<file path="src/assert_macros.svh">
// Assertion macros shared by the slice view calculator RTL.
// Depends on a clock named clock and a synchronous reset named reset in scope.
`ifndef ASSERT_MACROS_SVH
`define ASSERT_MACROS_SVH

// Check a property on every rising clock edge outside reset.
`define SVC_ASSERT(label, prop, msg) \
   label: assert property (@(posedge clock) disable iff (reset) prop) \
      else $error(msg);

// Check that a condition never holds outside reset.
`define SVC_NEVER(label, cond, msg) \
   label: assert property (@(posedge clock) disable iff (reset) !(cond)) \
      else $error(msg);

`endif

</file>
<file path="src/svc_pkg.sv">
// Types and constants for the slice view calculator.
// No dependencies; every other source file but assert_macros.svh imports it.
`timescale 1ns / 1ps
`default_nettype none

package svc_pkg;

   // One restoring divide cell per quotient bit of the length.
   localparam int DIV_CELLS = 31;

   typedef enum logic [1:0] {
      ERR_OK        = 2'd0,
      ERR_STEP_ZERO = 2'd1,
      ERR_OVERFLOW  = 2'd2
   } err_type;

   typedef struct packed {
      logic               start_given;
      logic signed [31:0] start_value;
      logic               stop_given;
      logic signed [31:0] stop_value;
      logic signed [31:0] step_value;
      logic [30:0]        dim_len;
      logic signed [31:0] in_stride;
      logic signed [47:0] base_offset;
   } svc_req_type;

   typedef struct packed {
      logic [1:0]         error_code;
      logic signed [31:0] norm_start;
      logic [30:0]        out_length;
      logic signed [63:0] out_stride;
      logic signed [47:0] out_offset;
   } svc_rsp_type;

   // Fields that ride along the divide chain untouched.
   typedef struct packed {
      logic signed [31:0] start;
      logic signed [31:0] stride;
      logic signed [31:0] step;
      logic signed [47:0] base;
      logic               empty;
      logic               step_zero;
   } svc_side_type;

   // One beat inside the divide chain: partial remainder, dividend/quotient
   // shift word, divisor magnitude and the sideband.
   typedef struct packed {
      logic [30:0]  rem;
      logic [30:0]  dq;
      logic [31:0]  divisor;
      svc_side_type side;
   } svc_div_type;

endpackage

`default_nettype wire

</file>
<file path="src/svc_div_cell.sv">
// One restoring divide cell: resolves a single quotient bit per beat.
// Depends on svc_pkg and assert_macros.svh.
`timescale 1ns / 1ps
`default_nettype none
`include "assert_macros.svh"

module svc_div_cell (
   input  logic                 clock,
   input  logic                 reset,
   input  logic                 in_valid,
   output logic                 in_ready,
   input  svc_pkg::svc_div_type in_data,
   output logic                 out_valid,
   input  logic                 out_ready,
   output svc_pkg::svc_div_type out_data
);
   import svc_pkg::*;

   logic        valid_ff;
   logic        adv;
   svc_div_type data_ff, data_in;
   logic [31:0] trial;
   logic        take;

   assign adv       = !valid_ff || out_ready;
   assign in_ready  = adv;
   assign out_valid = valid_ff;
   assign out_data  = data_ff;

   // Shift the next dividend bit into the remainder, subtract if it fits.
   assign trial = {in_data.rem, in_data.dq[30]};
   assign take  = (trial >= in_data.divisor);

   always_comb begin
      data_in     = in_data;
      data_in.rem = take ? 31'(trial - in_data.divisor) : trial[30:0];
      data_in.dq  = {in_data.dq[29:0], take};
   end

   always_ff @(posedge clock) begin
      if (reset) begin
         valid_ff <= 1'b0;
      end else if (adv) begin
         valid_ff <= in_valid;
      end
   end

   always_ff @(posedge clock) begin
      if (adv) data_ff <= data_in;
   end

   `SVC_ASSERT(a_rem_below_divisor,
      valid_ff && !data_ff.side.step_zero |-> {1'b0, data_ff.rem} < data_ff.divisor,
      "partial remainder not below divisor")

endmodule

`default_nettype wire

</file>
<file path="config.mk">
export PLATFORM = sky130hd
export DESIGN_NAME = svc_div_cell
export DESIGN_NICKNAME = d
export VERILOG_FILES = /design/src/svc_pkg.sv /design/src/svc_div_cell.sv
export VERILOG_INCLUDE_DIRS = /design/src /design/src/src
export SDC_FILE = /design/constraint.sdc
export NUM_CORES = 1
export LEC_CHECK = 0
export ABC_AREA = 1
export BUFFER_PORTS_ARGS = -buffer_cell sky130_fd_sc_hd__buf_2
export CORE_AREA = 5 5 187 189
export CTS_CLUSTER_SIZE = 10
export DETAILED_ROUTE_END_ITERATION = 7
export DIE_AREA = 0 0 192 194
export GPL_TIMING_DRIVEN = 1
export HOLD_SLACK_MARGIN = 0.03
export SKIP_CTS_REPAIR_TIMING = 1
export SLEW_MARGIN = 25
export SYNTH_ARGS = -nofsm -noshare
export SYNTH_HDL_FRONTEND = slang
export SYNTH_SLANG_ARGS = --single-unit
export TNS_END_PERCENT = 10
</file>
<file path="constraint.sdc">
create_clock -name clock -period 12.55 [get_ports clock]
set_input_delay 2.51 -clock clock [delete_from_list [all_inputs] [get_ports clock]]
set_output_delay 2.51 -clock clock [all_outputs]
set_load 0.01 [all_outputs]
</file>
; Word-level counts from Yosys, hierarchy flattened
; Cells that the tools add are included.
[classes]
n_addsub = 1
n_lt_le_gt_ge = 1
mux = 1
n_reduce_logical = 2
[op_table]
columns = op, count
row1 = 32-bit >= comparator, 1
row2 = 31-bit 2-to-1 mux, 1
row3 = 31-bit subtractor, 1
row4 = 1-bit logical NOT, 1
row5 = 1-bit logical OR, 1
[totals]
register_bits = 241
inputBits = 244
out_inout_bits = 242
wordCells = 15

; Depth between registers and ports, before layout
[logic_depth]
word_depth = 2
ltp_mapped = 17
ltp_nobuf = 15

; Least setup slack after synthesis
; No wires, ideal clock.
[synth_path]
path_type = input to output
startpoint = input out_ready
endpoint = output in_ready
t_arrival_ns = 7.665
required_time_ns = 10.040
slack_ns = 2.375
path_stages = 2
n_path_buf = 0
path_cell_list = inv_1 -> nand2_1
[synth_between]
elab_chain_cells = 1
[synth_rtl]
columns = element, line
row1 = start: declaration, svc_div_cell.sv:14  ; input logic out_ready,
row2 = 1-bit logical OR, svc_div_cell.sv:25  ; assign adv = !valid_ff || out_ready;
row3 = end: declaration, svc_div_cell.sv:11  ; output logic in_ready,
; Every way passes these cells.

; Worst setup path after layout
; Ends and elaborated chain as after synthesis.

==> impl_results.md <==
* Outcome: finished, final reports clean
* Synth Net Count at about 1200
* Number of global-route vias before repair at 8036
* Final Slew Violations at 0
* CTS sink cnt at roughly 240
* Max IR drop VDD at approximately 90 uV
* Multi-input logic area at roughly 2300 um2
* Crit-path cells: buf_2, inv_1, nand2_4, buf_2
* Register Area at 7230 um2
* Die span in x at 192 um
* Final core occ at 0.422
* Pwr dens at ~140 nW/um2
* Crit-path most repeated cell: buf_2
* Starting Density at 0.307
* CTS clk-pin slew, worst paths at roughly 0.060 ns
* Max Cap Viol at 0
* Syn Inst Count at 879
* Vias per cell at roughly 4.3
* CP endpoint kind: primary output
* GR Overflow Total at 0
* Starting DRC count in detailed routing at roughly 400
* Placer Congestion at 0.858
* Fin Setup TNS at 0 ns
* Final period util at 0.461
* Critical Path Max Stage Delay at approximately 0.4 ns
* Number of nets still failing antenna checks after routing at 0
* Commonest non-fill, non-tap cell in the layout: buf_2
* # IOs at between 400 and 500
* Yosys warns at 0
* Clk_skew at around 0.0094 ns
* Die Height at just under 200 um
* First drt pass iteration count at 5
* Drc violations at 0
* GRT Util Overall at 0.186
* Synthesis-to-layout area growth at 37.3%
* Slew HR at 0.333
* Worst hold slack at just under 1 ns
* H-tree depth at 1
* Standard-cell rows at 67
* Skew-Pair Late Insertion Delay at 0.53 ns
* Commonest cells after routing, fill and taps aside: buf_2 (485), nand2_1 (293), edfxtp_1 (240)
* Worst reg-to-reg setup slack at 9.61 ns
* First-pass GRT wire length at about 52000 um
* CP required at around 10 ns
* Buf+Inv Stages, Crit Path at 3
* Root Driver: clkbuf_16
* Setup violators final at 0
* WL per Instance at just under 20 um
* #FFs+latches synth at ~240
* Worst Hold Class: flip-flop to flip-flop
* CORE AREA at about 33000 um2
* Final hold vios at 0
* Critical Path Fanout Max at 39
* Post-route non-filler standard cell count at between 1500 and 2000
* Mapped Area at just over 10000 um2
* Tmin final at 5.79 ns
* Via count at approximately 8000
* Slowest stage cell on the critical path: nand2_4
* CTS Buf Count at 29
* Die Footprint at approximately 37000 um2
* Synthesized area per cell at between 10 and 15 um2
* Fill cells at between 3000 and 4000
* Worst Setup Path Type: input port to primary output
* Crit path DAT at 3.28 ns
* Cells after DPL at around 1800
* Drt total wl at ~37000 um
* Leak at between 0.006 and 0.007 uW
* Hpwl dp at between 20000 and 30000 um
* Largest net degree at the start of global routing at 77
* Fraction of layout cells with a size suffix above 1 at 0.380
* I/O Buffers at a little under 500
* Post-synthesis cell type count at 29
* Startpoint Class: input port
* CTS tree: done
* Worst-margin pin slew at 1.00 ns
* Final net count at around 1700
* CTS Buffer Depth at 3
* RSZ-0062 raised after global routing: false
* Antenna violations before repair at 22
* CP delay by family, top: simple AND/OR/NAND/NOR gates
* Sequential area share after synthesis at 0.710
* Top achievable clock speed at approximately 0.17 GHz
## through the flow
stage	instance area [um2]	total power (uW)	setup WS, ns
4_1_cts	13900	2050	6.76
3_5_place_dp	13200	1320	6.75
2_1_floorplan	10200	1160	2.37
3_3_place_gp	13200	1310	6.77
6_report	14000	2020	6.76
5_1_grt	14000	2120	6.71
## cells by family (layout without fill, tap and decap cells)
kind of cell    after synthesis  count (layout)  share of synthesized area
flops                       241             241                      0.710
compound gates               25              25                     0.0136
other cells                   0              10                          0
xor+xnor                     14              14                     0.0120
simple gates                400             400                      0.160
fa+ha+maj                    33              33                     0.0413
buf+inv                     166             694                     0.0632
## sequential cells by signal (all words and copies together), names as in the netlist
name and cells:
out_data 240, out_valid 1
## report_power, final
part	internal (uW)	switching, uW
clock network	420	303
logic	116	197
registers	964	16.2
total	1500	516
## worst reg2reg max path, stage by stage, from the launching register on
cell and delay, ns:
dfxtp_1 0.34, nand2_4 0.41, buf_4 0.78, buf_4 0.93
## Yosys cell counts (all sizes together)
master | n | area (um2)
nor3 | 3 | 15.0
o21bai | 3 | 22.5
nand4 | 7 | 43.8
a21oi | 18 | 93.8
nand3 | 44 | 220
buf | 6 | 42.5
edfxtp | 240 | 7210
xor2 | 13 | 114
or2 | 2 | 12.5
xnor2 | 1 | 8.76
dfxtp | 1 | 20.0
inv | 160 | 601
a21boi | 1 | 7.51
and3 | 1 | 6.26
fa | 1 | 20.0
nand2 | 297 | 1130
o21ai | 3 | 15.0
ha | 32 | 400
nand3b | 2 | 15.0
and2 | 1 | 6.26
nor2 | 43 | 181
## routing by layer
layer  vias up  global-route usage  routed length, um
li1       3911                   -                  -
met1      3744               0.198              12900
met3        76              0.0654               3550
met5         -                   0                131
met4        22              0.0639               1180
met2       292               0.338              18900
## path summary, 6_finish.rpt
| check | from | endpoint | depth (start not counted) |
|---|---|---|---|
| setup / recovery | out_ready | in_ready | 4 |
| hold / removal | out_valid | out_data[67] | 1 |
| setup reg to reg | out_valid | out_data[167] | 3 |
| hold reg to reg | out_valid | out_data[67] | 1 |
## layout make-up
cell class                 count  share of cell area
inverter                     160              0.0430
tap                          448              0.0401
multi-input combinational    472               0.166
clock inverter                 5             0.00170
timing repair buffer         488               0.175
sequential                   241               0.517
antenna                       10             0.00179
clock buffer                  41              0.0552
Note: power is estimated with default switching activity, not from simulation.
